[config.mk]
export PLATFORM = sky130hd
export DESIGN_NAME = cpd_queue
export DESIGN_NICKNAME = d
export VERILOG_FILES = /design/src/rtl/core/cpd_pkg.sv /design/src/rtl/core/cpd_queue.sv
export SDC_FILE = /design/constraint.sdc
export NUM_CORES = 1
export LEC_CHECK = 0
export BUFFER_PORTS_ARGS = -buffer_cell sky130_fd_sc_hd__buf_4
export CAP_MARGIN = 15
export CELL_PAD_IN_SITES_DETAIL_PLACEMENT = 0
export CELL_PAD_IN_SITES_GLOBAL_PLACEMENT = 2
export CORE_MARGIN = 1.5
export CORE_UTILIZATION = 45
export CTS_BUF_LIST = sky130_fd_sc_hd__clkbuf_4 sky130_fd_sc_hd__clkbuf_8 sky130_fd_sc_hd__clkbuf_16
export DETAILED_ROUTE_END_ITERATION = 7
export GPL_TIMING_DRIVEN = 0
export MAX_ROUTING_LAYER = met4
export PLACE_DENSITY = 0.79
export SLEW_MARGIN = 20
export SYNTH_ARGS = -nofsm -noshare
export SYNTH_HDL_FRONTEND = slang
export SYNTH_SLANG_ARGS = --single-unit
[constraint.sdc]
create_clock -name i_clk -period 4 [get_ports i_clk]
set_input_delay 0.2 -clock i_clk [delete_from_list [all_inputs] [get_ports i_clk]]
set_output_delay 0.2 -clock i_clk [all_outputs]
set_load 0.01 [all_outputs]
[src/rtl/core/cpd_pkg.sv]
// ----------------------------------------------------------------------------
// cpd_pkg
// Shared widths, types and the angle table of the coil phase difference
// combiner.
// ----------------------------------------------------------------------------
package cpd_pkg;

    localparam int SAMPLE_BITS  = 16;
    localparam int ACC_BITS     = 40;
    localparam int PROD_BITS    = 2 * SAMPLE_BITS;
    localparam int WIDE_BITS    = ACC_BITS + 2;
    localparam int WORK_BITS    = 56;
    localparam int ANGLE_BITS   = 34;
    localparam int PHASE_BITS   = 16;
    localparam int ROOT_BITS    = 19;
    localparam int HALF_BITS    = ACC_BITS / 2;
    localparam int MAG_BITS     = 2 * ACC_BITS;
    localparam int REM_BITS     = ACC_BITS + 2;
    localparam int CORDIC_STEPS = 30;
    localparam int ROOT_STEPS   = ACC_BITS;
    localparam int SQ_STEPS     = 12;
    localparam int CNT_BITS     = 6;
    localparam int QUEUE_DEPTH  = 4;
    localparam int QUEUE_AW     = 2;
    localparam int QCNT_BITS    = QUEUE_AW + 1;

    typedef logic signed [ACC_BITS-1:0] t_acc;

    typedef struct packed {
        t_acc re;
        t_acc im;
    } t_sums;

    typedef struct packed {
        logic                 not_empty;
        logic [QCNT_BITS-1:0] count;
    } t_q_status;

    typedef enum logic [2:0] {
        BK_IDLE,
        BK_FOLD,
        BK_NORM,
        BK_ROT,
        BK_SQ,
        BK_ROOT,
        BK_OUT
    } t_back_state;

    typedef enum logic [1:0] {
        SH_HIGH,
        SH_CROSS,
        SH_LOW
    } t_sq_shift;

    function automatic t_acc sat_acc(input logic signed [WIDE_BITS-1:0] v);
        t_acc r;
        if ((v[WIDE_BITS-1:ACC_BITS-1] == '0) || (v[WIDE_BITS-1:ACC_BITS-1] == '1)) begin
            r = v[ACC_BITS-1:0];
        end else if (v[WIDE_BITS-1]) begin
            r = {1'b1, {(ACC_BITS-1){1'b0}}};
        end else begin
            r = {1'b0, {(ACC_BITS-1){1'b1}}};
        end
        return r;
    endfunction

    function automatic logic signed [ANGLE_BITS-1:0] atan_unit(input logic [4:0] i);
        logic [31:0] v;
        case (i)
            5'd0:  v = 32'h20000000;
            5'd1:  v = 32'h12E4051E;
            5'd2:  v = 32'h09FB385B;
            5'd3:  v = 32'h051111D4;
            5'd4:  v = 32'h028B0D43;
            5'd5:  v = 32'h0145D7E1;
            5'd6:  v = 32'h00A2F61E;
            5'd7:  v = 32'h00517C55;
            5'd8:  v = 32'h0028BE53;
            5'd9:  v = 32'h00145F2F;
            5'd10: v = 32'h000A2F98;
            5'd11: v = 32'h000517CC;
            5'd12: v = 32'h00028BE6;
            5'd13: v = 32'h000145F3;
            5'd14: v = 32'h0000A2FA;
            5'd15: v = 32'h0000517D;
            5'd16: v = 32'h000028BE;
            5'd17: v = 32'h0000145F;
            5'd18: v = 32'h00000A30;
            5'd19: v = 32'h00000518;
            5'd20: v = 32'h0000028C;
            5'd21: v = 32'h00000146;
            5'd22: v = 32'h000000A3;
            5'd23: v = 32'h00000051;
            5'd24: v = 32'h00000029;
            5'd25: v = 32'h00000014;
            5'd26: v = 32'h0000000A;
            5'd27: v = 32'h00000005;
            5'd28: v = 32'h00000003;
            5'd29: v = 32'h00000001;
            default: v = 32'h00000000;
        endcase
        return $signed({2'b00, v});
    endfunction

endpackage

[src/rtl/core/cpd_queue.sv]
// ----------------------------------------------------------------------------
// cpd_queue
// Short queue of finished voxel sums between the accumulator and the back end.
// ----------------------------------------------------------------------------
module cpd_queue
    import cpd_pkg::*;
(
    input  logic      i_clk,
    input  logic      i_rst_n,
    input  logic      i_push,
    input  t_sums     i_push_data,
    input  logic      i_pop,
    output t_sums     o_pop_data,
    output t_q_status o_status
);

    t_sums                r_mem [QUEUE_DEPTH];
    logic [QUEUE_AW-1:0]  r_wp;
    logic [QUEUE_AW-1:0]  r_rp;
    logic [QCNT_BITS-1:0] r_count;

    always_ff @(posedge i_clk) begin
        if (!i_rst_n) begin
            r_wp    <= '0;
            r_rp    <= '0;
            r_count <= '0;
        end else begin
            if (i_push) begin
                r_wp <= r_wp + 1'b1;
            end
            if (i_pop) begin
                r_rp <= r_rp + 1'b1;
            end
            r_count <= r_count + QCNT_BITS'(i_push) - QCNT_BITS'(i_pop);
        end
    end

    always_ff @(posedge i_clk) begin
        if (i_push) begin
            r_mem[r_wp] <= i_push_data;
        end
    end

    assign o_pop_data       = r_mem[r_rp];
    assign o_status.count     = r_count;
    assign o_status.not_empty = (r_count != '0);

`ifndef SYNTHESIS
    a_no_overflow: assert property (@(posedge i_clk) disable iff (!i_rst_n)
        i_push |-> (r_count < QCNT_BITS'(QUEUE_DEPTH)))
        else $error("Queue written while full.");
    a_no_underflow: assert property (@(posedge i_clk) disable iff (!i_rst_n)
        i_pop |-> (r_count != '0))
        else $error("Queue read while empty.");
`endif

endmodule

# [Word level (Yosys, flattened, before mapping)]
# Memories as Yosys holds them, arrays and structs flattened. A register that Yosys moved wholly into a read port is not among the register bits.
# Cells that the tools add are included.
[op_classes] add_sub_neg=4 n_mux=4 reduce_logical=1
[op_table] cell="$add 2x1->2 const B" n=2
[op_table] cell="$mux 2" n=2
[op_table] cell="$add 3x1->3" n=1
[op_table] cell="$reduce_bool 3->1" n=1
[op_table] cell="$sub 3x1->3" n=1
[op_table] cell="$mux 1" n=2
[totals] ff_bits=7 ram_bits=320 input_bits=84 output_inout_bits=84 word_cells=13 memories=1
[mem_list] memory="r_mem" depth=4 width=80 read_ports=1 rd_clocked_by_memory_dff=1 wr=1 line_no="cpd_queue.sv:17" source="t_sums r_mem [QUEUE_DEPTH];"

# [Longest topological paths before layout]
# Gate-level depths: netlist of the first run.
[depth] word_depth=3 depth_mapped=7 mapped_depth_nobuf=7

# [Worst setup path before layout of the first run]
# No wires, ideal clock.
[synth_timing] kind="reg2reg" start="register r_wp[0]" end="memory r_mem[0][0] (netlist name), enable pin" setup_ps=447 t_arrival_ps=2406 required_time_ps=3553 path_slack_ps=1147 stages_incl_launch_ff=4 path_buffers=0 period_less_slack_ps=2853 cell_sequence="dfxtp_1 inv_1 ha_1 and2_1"
[synth_lines] item="start, declared" line_no="cpd_queue.sv:18" source="logic [QUEUE_AW-1:0] r_wp;"
[synth_lines] item="start signal, assigned" line_no="cpd_queue.sv:29" source="r_wp <= r_wp + 1'b1;"
[synth_lines] item="end, declared" line_no="cpd_queue.sv:17"
# Straight into the memory's write port.

==> results.md, run 1 <==
| Stage | Metric | This run |
| --- | --- | --- |
| timing | Clock Skews | 0.00516 ns |
| min path | Worst hold path stage count | 3 |
| logic synthesis | Most frequent cells after synthesis | sky130_fd_sc_hd__edfxtp_1, sky130_fd_sc_hd__mux4_2, sky130_fd_sc_hd__dfxtp_1, sky130_fd_sc_hd__buf_12, sky130_fd_sc_hd__buf_2 |
| timing | Worst-Margin Slew | 0.686 ns |
| finish | Layout fillers | 1833 |
| floorplanning | Number of core rows | 59 |
| logic synthesis | Seq/Total Area, Yosys | 81.1% |
| logic synthesis | Library cell with the largest summed area after synthesis | sky130_fd_sc_hd__edfxtp_1 |
| logic synthesis | Library cell with the highest instance count after synthesis | sky130_fd_sc_hd__edfxtp_1 |
| min path | Worst Hold End | r_wp[1]$_SDFFE_PN0P_ |
| finish | Count of placed standard cells in the final layout, fillers left out | 1109 |
| logic synthesis | Synthesized cell area | 12100 sq um |
| power and ir drop | Total power density per cell area | 509 nW/um^2 |
| power and ir drop | Pleak | 5.47 nW |
| global routing | Total overflow reported by the global router | 0 |
| floorplanning | Number of placed I/O pins | 168 |
| drt | Antenna violation net count after detailed routing | 0 |
| drt | Routed len/inst | 20.3 um |
| timing | Min Clock Period, post-route | 2.39 ns |
| drt | Total wirelength of the detailed-routed design | 22500 um |
| finish | Post-synthesis to final-layout area growth | 31.1% |
| worst setup path | Critical path fanouts, max | 10 |
| floorplanning | Initial Util | 46.0% |
| clock tree | Clock buffers created by TritonCTS | 35 |
| timing | Max-slew headroom at the worst pin | 54.3% |
| worst setup path | Origin of the critical flop-to-flop path | r_wp[0]$_SDFFE_PN0P_ |
| clock tree | H-tree lvl count | 2 |
| logic synthesis | Number of distinct library cells after synthesis | 19 |
| status | Failing checks | DRC |
| timing | Maximum achievable frequency | 0.418 GHz |
| clock tree | Root buffer cell | sky130_fd_sc_hd__clkbuf_16 |
| timing | Setup repair after global routing missed its margin | no |
| placement | Half-perimeter wire length after detailed placement | 13300 um |
| worst setup path | Reg2reg end | r_mem[1][18]$_DFFE_PP_ |
| floorplanning | Core region area | 26200 sq um |
| global routing | Total global-route track usage | 17.1% |
| logic synthesis | Top_reg_cell synth | sky130_fd_sc_hd__edfxtp_1 |
| power and ir drop | Worst VDD drop | 0.394 mV |
| global routing | Pin count of the biggest net entering global routing | 46 |
| drt | Number of design-rule violations left by the first detailed-router iteration | 397 |
| worst setup path | Internal reg-to-reg setup slack | 2.17 ns |
| global routing | Vias in the first global route | 6352 |
| status | Status | complete, but fails checks |
| finish | Layout Nets | 841 |
| logic synthesis | Synthesized netlist cell count | 460 |
| floorplanning | Overall die area | 27800 sq um |
| floorplanning | Die Span X | 167 um |
| logic synthesis | Post-synthesis net count | 551 |
| timing | Number of pins exceeding their max-slew limit in the final report | 0 |
| global routing | First-pass GRT wire length | 35100 um |
| drt | Number of detailed-route iterations in the first pass | 8 |
| finish | Fraction of final layout cells with drive strength greater than 1 | 42.4% |
| worst setup path | Data arrival time of the critical path | 2.19 ns |
| placement | Number of cells in the design after placement | 967 |
| timing | Number of hold-slack violations in the final timing report | 0 |
| worst setup path | Startpoint type of the worst setup path | flip-flop |
| min path | Class of the tightest hold or removal check | in2reg |
| clock tree | Deepest clock path buffer count | 3 |
| clock tree | Clock-pin slew on the worst setup and hold paths | 0.06 ns |
| timing | Ratio of final minimum period to clock period | 59.8% |
| drt | Overall via count from detail_route | 5702 |
| drt | Remaining design rule violation count | 11 |
| logic synthesis | Warnings, synthesis | 0 |
| timing | Final setup fails | 0 |
| logic synthesis | Register bit count reported by yosys | 329 |
| clock tree | Post-cts gate resize count | 0 |
| floorplanning | Y dimension of the die | 167 um |
| clock tree | Latest clock arrival within the worst-skew pair | 0.49 ns |
| drt | Detail-routed via count per cell | 5.14 |
| logic synthesis | Number of synthesized flops with an enable pin | 320 |
| logic synthesis | Proportion of synthesized flip-flops having asynchronous set or reset | 0% |
| clock tree | # clock sinks | 329 |
| logic synthesis | Top post-synthesis cells by area | sky130_fd_sc_hd__edfxtp_1, sky130_fd_sc_hd__mux4_2, sky130_fd_sc_hd__dfxtp_1 |
| worst setup path | R2r worst-path depth | 3 |
| finish | Core occupancy in the finished layout | 60.3% |
| flow run | Number of max-cap violations | 0 |
| logic synthesis | Fraction of synthesized cell area taken by the top area cell type | 79.7% |
| placement | Number of port buffers | 167 |
| min path | Start point of the worst min-delay path | i_push |
| placement | Last weighted congestion value of the routability-driven placer | 0.689 |
| worst setup path | Critical path class | reg2out |
| logic synthesis | Mean area per synthesized cell | 26.2 sq um |
| clock tree | CTS tree | yes |
| finish | Number of diodes | 0 |
| worst setup path | Data required time of the worst path | 3.80 ns |
| worst setup path | Crit. End Element | output pin |
| global routing | Antenna violations before repair | 0 |
[critical path: stages (launching register included)]
cell and delay [ns]:
sky130_fd_sc_hd__dfxtp_1 0.30, sky130_fd_sc_hd__buf_1 0.44, sky130_fd_sc_hd__buf_2 0.41, sky130_fd_sc_hd__mux4_2 0.37
sky130_fd_sc_hd__buf_4 0.17
[per-stage QoR]
| stage | setup WS [ns] | hold WS, ns | area (sq um) | power, mW | setup TNS [ns] |
|---|---|---|---|---|---|
| floorplan | 1.15 | 0.299 | 12100 | 4.54 | 0 |
| global placement | -0.329 | 0.398 | 13700 | 4.94 | -101.29 |
| detailed placement | 2.03 | 0.404 | 13900 | 4.97 | 0 |
| CTS | 1.49 | 0.0286 | 15800 | 8.17 | 0 |
| global route | 1.42 | 0.0494 | 15800 | 8.36 | 0 |
| finish | 1.61 | 0.0532 | 15800 | 8.05 | 0 |
[where the power goes]
part / switching, mW / internal (mW) / total, mW
Sequential: 0.0429 / 3.96 / 4.01
Combinational: 0.420 / 0.519 / 0.939
Clock: 1.19 / 1.92 / 3.11
[logic make-up (layout without fill, tap and decap cells)]
family | count (synthesis) | in the layout | synth area share (%)
simple gates | 13 | 13 | 0.581
compound gates | 2 | 2 | 0.124
xor+xnor | 3 | 3 | 0.342
mux | 81 | 81 | 15.0
flops | 329 | 329 | 81.1
fa+ha+maj | 7 | 7 | 0.788
buf+inv | 25 | 339 | 2.00
[repair_timing]
item,CTS,global route
hold buffers,81,0
setup endpoints to repair,0,0
endpoints found under the hold margin,322,0
setup buffers,0,0
[registers in the layout, summed over array words and instances, names as in the netlist, named ones only]
register,cells
r_mem,320
r_wp,2
r_rp,2
r_count,3
[metal layers]
metal  track usage, %  wire length [um]  share of wire, %
met2             29.1             11800                52
met5                -                 0                 0
met3             3.47              1050               4.6
met4             4.51               466               2.1
met1             21.1              9210                41
[placed cells by master, fill, tap and decap left out]
| cell type | netlist | layout |
|---|---|---|
| sky130_fd_sc_hd__buf_6 | 1 | 1 |
| sky130_fd_sc_hd__nor2_1 | 5 | 5 |
| sky130_fd_sc_hd__clkbuf_16 | 0 | 37 |
| sky130_fd_sc_hd__edfxtp_1 | 320 | 320 |
| sky130_fd_sc_hd__buf_2 | 8 | 8 |
| sky130_fd_sc_hd__and2_1 | 6 | 2 |
| sky130_fd_sc_hd__dlygate4sd3_1 | 0 | 81 |
| sky130_fd_sc_hd__xnor2_1 | 2 | 2 |
| sky130_fd_sc_hd__clkinv_1 | 0 | 7 |
| sky130_fd_sc_hd__mux4_2 | 80 | 80 |
| sky130_fd_sc_hd__bufinv_16 | 0 | 3 |
| sky130_fd_sc_hd__ha_1 | 6 | 6 |
| sky130_fd_sc_hd__and2_4 | 0 | 4 |
| sky130_fd_sc_hd__nand3b_1 | 1 | 1 |
| sky130_fd_sc_hd__dfxtp_1 | 9 | 9 |
| sky130_fd_sc_hd__a21bo_2 | 1 | 1 |
| sky130_fd_sc_hd__xor3_1 | 1 | 1 |
| sky130_fd_sc_hd__buf_16 | 0 | 3 |
| sky130_fd_sc_hd__clkbuf_4 | 0 | 7 |
| sky130_fd_sc_hd__fa_1 | 1 | 1 |
| sky130_fd_sc_hd__clkinv_2 | 0 | 7 |
| sky130_fd_sc_hd__or3_1 | 1 | 1 |
| sky130_fd_sc_hd__buf_1 | 1 | 1 |
| sky130_fd_sc_hd__buf_4 | 0 | 167 |
| sky130_fd_sc_hd__a21oi_1 | 1 | 1 |
| sky130_fd_sc_hd__inv_1 | 7 | 7 |
| sky130_fd_sc_hd__mux2i_1 | 1 | 1 |
| sky130_fd_sc_hd__buf_12 | 8 | 10 |
[worst max-delay path by stage]
stage	slack (ns)	end
finish	1.61	o_pop_data[51]
CTS	1.49	o_pop_data[51]
floorplan	1.15	r_mem[0][0]$_DFFE_PP_
global placement	-0.33	r_mem[3][18]$_DFFE_PP_
global route	1.42	o_pop_data[51]
detailed placement	2.03	o_pop_data[51]
[area by class of cell]
| cell class | instances | area, sq um | area share (%) |
|---|---|---|---|
| well taps | 335 | 419 | 2.65 |
| multi-input cells | 106 | 2040 | 12.9 |
| flip-flops and latches | 329 | 9790 | 61.9 |
| inverters | 7 | 26.3 | 0.166 |
| clock buffers | 44 | 978 | 6.19 |
| plain buffers | 18 | 215 | 1.36 |
| clock inverters | 17 | 151 | 0.958 |
| repair buffers | 253 | 2190 | 13.8 |
Note: power is estimated with default switching activity, not from simulation.
==> run 2, diff against run 1 <==
--- a/config.mk
+++ b/config.mk
@@ -10,12 +10,12 @@
 export CELL_PAD_IN_SITES_DETAIL_PLACEMENT = 0
 export CELL_PAD_IN_SITES_GLOBAL_PLACEMENT = 2
 export CORE_MARGIN = 1.5
-export CORE_UTILIZATION = 45
+export CORE_UTILIZATION = 41
 export CTS_BUF_LIST = sky130_fd_sc_hd__clkbuf_4 sky130_fd_sc_hd__clkbuf_8 sky130_fd_sc_hd__clkbuf_16
 export DETAILED_ROUTE_END_ITERATION = 7
 export GPL_TIMING_DRIVEN = 0
 export MAX_ROUTING_LAYER = met4
-export PLACE_DENSITY = 0.79
+export PLACE_DENSITY = 0.76
 export SLEW_MARGIN = 20
 export SYNTH_ARGS = -nofsm -noshare
 export SYNTH_HDL_FRONTEND = slang
==> constraint.sdc (replaced) <==
create_clock -name i_clk -period 2 [get_ports i_clk]
set_input_delay 0.1 -clock i_clk [delete_from_list [all_inputs] [get_ports i_clk]]
set_output_delay 0.1 -clock i_clk [all_outputs]
set_load 0.01 [all_outputs]
==> results.md, run 2 (synthesis gave the netlist of run 1 again) <==
| Stage | Metric | This run | Change |
| --- | --- | --- | --- |
| worst setup path | Cell with the biggest individual delay on the critical path | sky130_fd_sc_hd__mux4_2 |  |
| floorplanning | Y dimension of the die | 175 um | +4.7% |
| worst setup path | Data arrival time of the critical path | 1.89 ns | -0.30 ns |
| global routing | Vias in the first global route | 6279 | -1.1% |
| clock tree | CTS tree | yes |  |
| worst setup path | Cell mode on critical path | sky130_fd_sc_hd__clkbuf_16 |  |
| global routing | Total overflow reported by the global router | 0 | unchanged |
| clock tree | Latest clock arrival within the worst-skew pair | 0.50 ns | about the same |
| power and ir drop | Part of the total power dissipated in sequential elements | 49.3% | -0.4 points |
| status | Status | finished, final reports clean |  |
| placement | Worst setup slack after placement | 0.0949 ns | -1.94 ns |
| worst setup path | Critical path fanouts, max | 6 | -4 |
| worst setup path | Maximum single-stage delay on the critical path | 0.52 ns | +0.08 ns |
| finish | Leading cell type in the layout, fill and taps excluded | sky130_fd_sc_hd__edfxtp_1 |  |
| finish | Core occupancy in the finished layout | 56.6% | -3.7 points |
| timing | Min Clock Period, post-route | 1.99 ns |  |
| placement | Half-perimeter wire length after detailed placement | 13800 um | +3.7% |
| floorplanning | Die Span X | 175 um | +4.7% |
| finish | Flip-flop and latch area | 9790 sq um | about the same |
| drt | Total wirelength of the detailed-routed design | 22800 um | +1.5% |
| timing | Number of pins exceeding their max-slew limit in the final report | 0 | unchanged |
| drt | Number of design-rule violations left by the first detailed-router iteration | 322 | -19% |
| global routing | Pin count of the biggest net entering global routing | 37 | -20% |
| floorplanning | Initial Util | 41.8% | -4.2 points |
| power and ir drop | Combinational Power Share | 13.1% | +1.4 points |
| power and ir drop | Total power density per cell area | 995 nW/um^2 | +95% |
| power and ir drop | Total internal power | 12.9 mW | +100% |
| finish | Post-synthesis to final-layout area growth | 35.5% |  |
| worst setup path | CP cell instances | clkbuf_16 > clkbuf_16 > mux4_2 > buf_6 |  |
| power and ir drop | Net load switching power | 3.39 mW | +100% |
| clock tree | H-tree lvl count | 2 | unchanged |
| placement | Number of cells in the design after placement | 1019 | +5.4% |
| drt | Routed len/inst | 19.5 um | -3.7% |
| floorplanning | Core region area | 28900 sq um | +10% |
| power and ir drop | Pleak | 5.63 nW | +2.9% |
| worst setup path | Critical path class | reg2out |  |
| power and ir drop | Total power | 16.3 mW | +100% |
| finish | Largest Register | r_mem |  |
| worst setup path | Crit. End Element | output pin |  |
| finish | Number of flip-flops under the largest register name | 320 | unchanged |
| power and ir drop | Worst VDD drop | 0.716 mV | +82% |
| timing | Maximum achievable frequency | 0.504 GHz |  |
| finish | Fraction of final layout cells with drive strength greater than 1 | 43.1% | +0.73 points |
| timing | Final setup fails | 0 | unchanged |
| placement | Number of port buffers | 167 | unchanged |
| worst setup path | Startpoint type of the worst setup path | flip-flop |  |
| min path | Class of the tightest hold or removal check | in2reg |  |
| finish | Footprint of the multi-input gates | 2040 sq um | unchanged |
| clock tree | Deepest clock path buffer count | 3 | unchanged |
| drt | Overall via count from detail_route | 5725 | +0.40% |
| finish | Layout Nets | 849 | +0.95% |
| timing | Final WS setup | 0.0140 ns | -1.59 ns |
| global routing | First-pass GRT wire length | 35300 um | +0.45% |
| global routing | Total global-route track usage | 15.7% | -1.4 points |
| floorplanning | Number of placed I/O pins | 168 | unchanged |
| power and ir drop | Fraction of power consumed by the clock network | 37.6% | -1.0 points |
| timing | Number of hold-slack violations in the final timing report | 0 | unchanged |
| placement | Last weighted congestion value of the routability-driven placer | 0.731 | +6.1% |
| clock tree | # clock sinks | 329 | unchanged |
| finish | Registers with the most flip-flops | r_mem x320, r_count x3 |  |
| timing | Worst-Margin Slew | 0.459 ns | -0.227 ns |
| clock tree | Clock buffers created by TritonCTS | 35 | unchanged |
| worst setup path | Data required time of the worst path | 1.90 ns | -1.90 ns |
| global routing | Antenna violations before repair | 1 | +1 |
| finish | Count of placed standard cells in the final layout, fillers left out | 1169 | +5.4% |
| clock tree | Clock-pin slew on the worst setup and hold paths | 0.06 ns | about the same |
| drt | Remaining design rule violation count | 0 | -11 |
| drt | Detail-routed via count per cell | 4.90 | -4.7% |
| clock tree | Root buffer cell | sky130_fd_sc_hd__clkbuf_16 |  |
| floorplanning | Overall die area | 30500 sq um | +9.6% |
| timing | Setup repair after global routing missed its margin | yes |  |
| worst setup path | Largest delay contributor family on the critical path | multiplexers |  |
| timing | Ratio of final minimum period to clock period | 99.3% |  |
| finish | Layout fillers | 2144 | +17% |
| floorplanning | Number of core rows | 62 | +5.1% |
| clock tree | Post-CTS Setup Repair Bufs | 0 | unchanged |
| drt | Antenna violation net count after detailed routing | 0 | unchanged |
| timing | Min Hold Slack | 0.337 ns | +0.284 ns |
| drt | Number of detailed-route iterations in the first pass | 4 | -4 |
| power and ir drop | Sw Share | 20.8% | +0.30 points |
| flow run | Number of max-cap violations | 0 | unchanged |
| finish | Leading cell types in the layout, fill and taps excluded | sky130_fd_sc_hd__edfxtp_1, sky130_fd_sc_hd__buf_4, sky130_fd_sc_hd__dlygate4sd3_1 |  |
| timing | Max-slew headroom at the worst pin | 69.4% | +15 points |
| timing | Clock Skews | 0.00903 ns | +0.00387 ns |
| worst setup path | Critical path buffer and inverter count | 3 | unchanged |
## run 2: power groups by stage
stage | Combinational, mW | Clock, mW | Sequential (mW)
after floorplan | 0.929 | 0 | 8.14
after global placement | 1.71 | 0 | 8.15
after detailed placement | 1.80 | 0 | 8.15
after CTS | 1.96 | 6.26 | 8.02
after global routing | 2.28 | 6.56 | 8.04
final | 2.13 | 6.11 | 8.02
## run 2: final timing paths
check	startpoint	endpoint	slack, ns	cells after the start
min	i_push_data[77]	r_mem[3][77]$_DFFE_PP_	0.34	2
max reg2reg	r_count[0]$_SDFF_PN0_	r_count[2]$_SDFF_PN0_	0.30	7
max	flip-flop	o_pop_data[22]	0.01	4
min reg2reg	r_rp[0]$_SDFFE_PN0P_	flip-flop	0.53	2
## run 2: metal layers
layer / vias to the layer above / part of all wire [%] / global-route usage (%)
met5: - / 0 / -
met4: 0 / 1.7 / 3.88
met3: 35 / 5.5 / 3.67
met2: 164 / 51 / 26.1
met1: 2960 / 42 / 19.5
li1: 2566 / - / -
## run 2: through the flow
step	setup TNS [ns]	area (sq um)
2_1_floorplan	0	12100
3_3_place_gp	-233.33	13800
3_5_place_dp	0	14000
4_1_cts	-0.271	16000
5_1_grt	-2.01	16300
6_report	0	16300
## run 2: what timing repair did
action	in CTS	in global routing
setup endpoints to repair	80	80
hold buffers	83	0
gates resized for setup	14	79
cloned	0	4
endpoints found under the hold margin	329	0
## run 2: cell type report
| class | count | area share (%) |
|---|---|---|
| clock inverters | 13 | 0.505 |
| diodes | 1 | 0.0153 |
| well taps | 384 | 2.94 |
| multi-input cells | 106 | 12.5 |
| repair buffers | 262 | 16.2 |
| flip-flops and latches | 329 | 59.9 |
| inverters | 7 | 0.161 |
| plain buffers | 17 | 1.47 |
| clock buffers | 50 | 6.30 |
==> run 3, diff against run 2 <==
--- a/config.mk
+++ b/config.mk
@@ -5,17 +5,18 @@
 export SDC_FILE = /design/constraint.sdc
 export NUM_CORES = 1
 export LEC_CHECK = 0
-export BUFFER_PORTS_ARGS = -buffer_cell sky130_fd_sc_hd__buf_4
+export BUFFER_PORTS_ARGS = -buffer_cell sky130_fd_sc_hd__clkbuf_2
 export CAP_MARGIN = 15
 export CELL_PAD_IN_SITES_DETAIL_PLACEMENT = 0
 export CELL_PAD_IN_SITES_GLOBAL_PLACEMENT = 2
 export CORE_MARGIN = 1.5
-export CORE_UTILIZATION = 41
+export CORE_UTILIZATION = 29
 export CTS_BUF_LIST = sky130_fd_sc_hd__clkbuf_4 sky130_fd_sc_hd__clkbuf_8 sky130_fd_sc_hd__clkbuf_16
 export DETAILED_ROUTE_END_ITERATION = 7
 export GPL_TIMING_DRIVEN = 0
 export MAX_ROUTING_LAYER = met4
-export PLACE_DENSITY = 0.76
+export PLACE_DENSITY = 0.57
+export RECOVER_POWER = 25
 export SLEW_MARGIN = 20
 export SYNTH_ARGS = -nofsm -noshare
 export SYNTH_HDL_FRONTEND = slang
==> results.md, run 3 (synthesis gave the netlist of run 1 again) <==
| Stage | Metric | This run | Change |
| --- | --- | --- | --- |
| finish | Count of placed standard cells in the final layout, fillers left out | 1307 | +12% |
| global routing | Pin count of the biggest net entering global routing | 45 | +22% |
| power and ir drop | Total power density per cell area | 1010 nW/um^2 | +1.6% |
| floorplanning | Number of placed I/O pins | 168 | unchanged |
| finish | Largest Register | r_mem |  |
| timing | Clock Skews | 0.00728 ns | -0.00176 ns |
| status | Failing checks | setup timing |  |
| clock tree | Deepest clock path buffer count | 3 | unchanged |
| global routing | Total global-route track usage | 11.7% | -4.0 points |
| global routing | Vias in the first global route | 6261 | -0.29% |
| power and ir drop | Pleak | 5.21 nW | -7.5% |
| worst setup path | Internal reg-to-reg setup slack | 0.15 ns | -0.15 ns |
| status | Status | complete, but fails checks |  |
| floorplanning | Number of core rows | 74 | +19% |
| drt | Routed len/inst | 18.4 um | -5.7% |
| clock tree | Clock buffers created by TritonCTS | 36 | +2.9% |
| drt | Detail-routed via count per cell | 4.35 | -11% |
| floorplanning | Core region area | 40900 sq um | +42% |
| flow run | Number of max-cap violations | 0 | unchanged |
| finish | Fraction of final layout cells with drive strength greater than 1 | 36.9% | -6.2 points |
| timing | Number of pins exceeding their max-slew limit in the final report | 0 | unchanged |
| worst setup path | Cell mode on critical path | sky130_fd_sc_hd__buf_12 |  |
| placement | Half-perimeter wire length after detailed placement | 14700 um | +6.0% |
| worst setup path | Startpoint type of the worst setup path | flip-flop |  |
| worst setup path | Cell with the biggest individual delay on the critical path | sky130_fd_sc_hd__mux4_2 |  |
| timing | Number of hold-slack violations in the final timing report | 0 | unchanged |
| worst setup path | Maximum single-stage delay on the critical path | 0.54 ns | +0.02 ns |
| clock tree | Root buffer cell | sky130_fd_sc_hd__clkbuf_16 |  |
| drt | Total wirelength of the detailed-routed design | 24100 um | +5.5% |
| finish | Number of diodes | 0 | -1 |
| drt | Remaining design rule violation count | 0 | unchanged |
| timing | Setup TNS | -0.00434 ns | -0.00434 ns |
| floorplanning | Die Span X | 207 um | +19% |
| drt | Overall via count from detail_route | 5691 | -0.59% |
| floorplanning | Initial Util | 29.5% | -12 points |
| power and ir drop | Worst VDD drop | 0.675 mV | -5.7% |
| min path | Class of the tightest hold or removal check | in2reg |  |
| floorplanning | Overall die area | 42800 sq um | +41% |
| timing | Ratio of final minimum period to clock period | 100% | +0.92 points |
| finish | Number of flip-flops under the largest register name | 320 | unchanged |
| timing | Worst-Margin Slew | 0.675 ns | +0.217 ns |
| drt | Number of detailed-route iterations in the first pass | 4 | unchanged |
| clock tree | Clock-pin slew on the worst setup and hold paths | 0.05 ns | about the same |
| finish | Layout Nets | 843 | -0.71% |
| worst setup path | CP cell instances | buf_12 > buf_12 > mux4_2 > clkbuf_2 |  |
| timing | Setup repair after global routing missed its margin | yes |  |
| clock tree | CTS tree | yes |  |
| worst setup path | Data required time of the worst path | 1.90 ns | about the same |
| timing | Maximum achievable frequency | 0.499 GHz | -0.91% |
| timing | Final WS setup | -0.00434 ns | -0.0183 ns |
| clock tree | H-tree lvl count | 2 | unchanged |
| global routing | Total overflow reported by the global router | 0 | unchanged |
| worst setup path | Critical path class | reg2out |  |
| global routing | Antenna violations before repair | 0 | -1 |
| finish | Layout fillers | 3771 | +76% |
| floorplanning | Y dimension of the die | 207 um | +19% |
| timing | Final setup fails | 1 | +1 |
| placement | Number of cells in the design after placement | 1163 | +14% |
| placement | Number of port buffers | 167 | unchanged |
| finish | Leading cell types in the layout, fill and taps excluded | sky130_fd_sc_hd__edfxtp_1, sky130_fd_sc_hd__clkbuf_2, sky130_fd_sc_hd__dlygate4sd3_1 |  |
| clock tree | Latest clock arrival within the worst-skew pair | 0.51 ns | about the same |
| finish | Post-synthesis to final-layout area growth | 29.3% |  |
| drt | Number of design-rule violations left by the first detailed-router iteration | 241 | -25% |
| clock tree | # clock sinks | 329 | unchanged |
| drt | Antenna violation net count after detailed routing | 0 | unchanged |
| finish | Leading cell type in the layout, fill and taps excluded | sky130_fd_sc_hd__edfxtp_1 |  |
| worst setup path | Critical path fanouts, max | 10 | +4 |
| worst setup path | Crit. End Element | output pin |  |
| worst setup path | Data arrival time of the critical path | 1.90 ns | about the same |
| global routing | First-pass GRT wire length | 35800 um | +1.5% |
| placement | Last weighted congestion value of the routability-driven placer | 0.700 | -4.3% |
| finish | Registers with the most flip-flops | r_mem x320, r_count x3 |  |
| timing | Min Clock Period, post-route | 2.00 ns | +0.0183 ns |
| placement | Worst setup slack after placement | 0.0243 ns | -0.0706 ns |
| timing | Max-slew headroom at the worst pin | 55.0% | -14 points |
run 3: changes by cell type in the layout (fill, tap and decap cells not counted), moves of 4 or more:
cell,before,now
sky130_fd_sc_hd__clkbuf_2,0,116
sky130_fd_sc_hd__buf_4,88,8
sky130_fd_sc_hd__buf_6,80,2
sky130_fd_sc_hd__clkbuf_1,0,45
sky130_fd_sc_hd__clkbuf_4,19,5
sky130_fd_sc_hd__buf_12,17,9
sky130_fd_sc_hd__clkinv_2,3,8
sky130_fd_sc_hd__buf_16,0,4
sky130_fd_sc_hd__buf_2,0,4
sky130_fd_sc_hd__clkbuf_16,41,37
run 3: final cells by class:
cell class / count / area [sq um] / area share (%)
multi-input combinational: 107 / 2050 / 13.2
clock inverter: 19 / 123 / 0.786
clock buffer: 42 / 963 / 6.18
tap: 532 / 666 / 4.27
timing repair buffer: 254 / 1730 / 11.1
inverter: 7 / 26.3 / 0.168
buffer: 17 / 240 / 1.54
sequential: 329 / 9790 / 62.8
run 3: stage by stage:
stage,cell area [sq um],hold slack [ns],power (mW),util (%)
floorplan,12100,0.199,9.07,-
finish,15600,0.350,15.8,38.1
global placement,13600,0.312,9.70,33.2
detailed placement,13700,0.320,9.78,33.4
global route,15600,0.345,16.4,38.1
CTS,15600,0.296,16.1,38.2
run 3: metal layers:
metal	global-route usage, %	vias up	wire length, um
met3	2.92	41	1260
met4	4.37	0	525
met5	-	-	0
met2	19.2	145	12100
li1	-	2560	-
met1	13.9	2945	10200
run 3: final timing paths:
check / from / endpoint / depth (start not counted)
worst max-delay path: flip-flop / o_pop_data[21] / 4
worst min-delay path: i_push_data[59] / r_mem[0][59]$_DFFE_PP_ / 2
worst max register to register: r_wp[0]$_SDFFE_PN0P_ / r_mem[3][77]$_DFFE_PP_ / 3
worst min register to register: r_rp[1]$_SDFFE_PN0P_ / flip-flop / 2
run 3: timing repair:
action | 4_1_cts | 5_1_grt
cloned | 0 | 1
pin swaps | 0 | 0
gates resized for setup | 12 | 10
endpoints found under the setup margin | 80 | 120
hold endpoints to repair | 329 | 0
setup buffers | 0 | 0
hold buffers | 83 | 0
run 3: power by group:
| group | leakage, nW | switching [mW] | total (mW) | internal, mW |
|---|---|---|---|---|
| Clock | 0.534 | 2.48 | 6.04 | 3.56 |
| Sequential | 3.01 | 0.0881 | 8.01 | 7.93 |
| Combinational | 1.66 | 0.851 | 1.71 | 0.857 |
| Total | 5.21 | 3.42 | 15.8 | 12.3 |
run 3: worst max-delay path, delay by kind of cell, from the launching register on:
| family | cells | cell delay, ns |
|---|---|---|
| buf+inv | 3 | 0.50 |
| flops | 1 | 0.34 |
| mux | 1 | 0.54 |
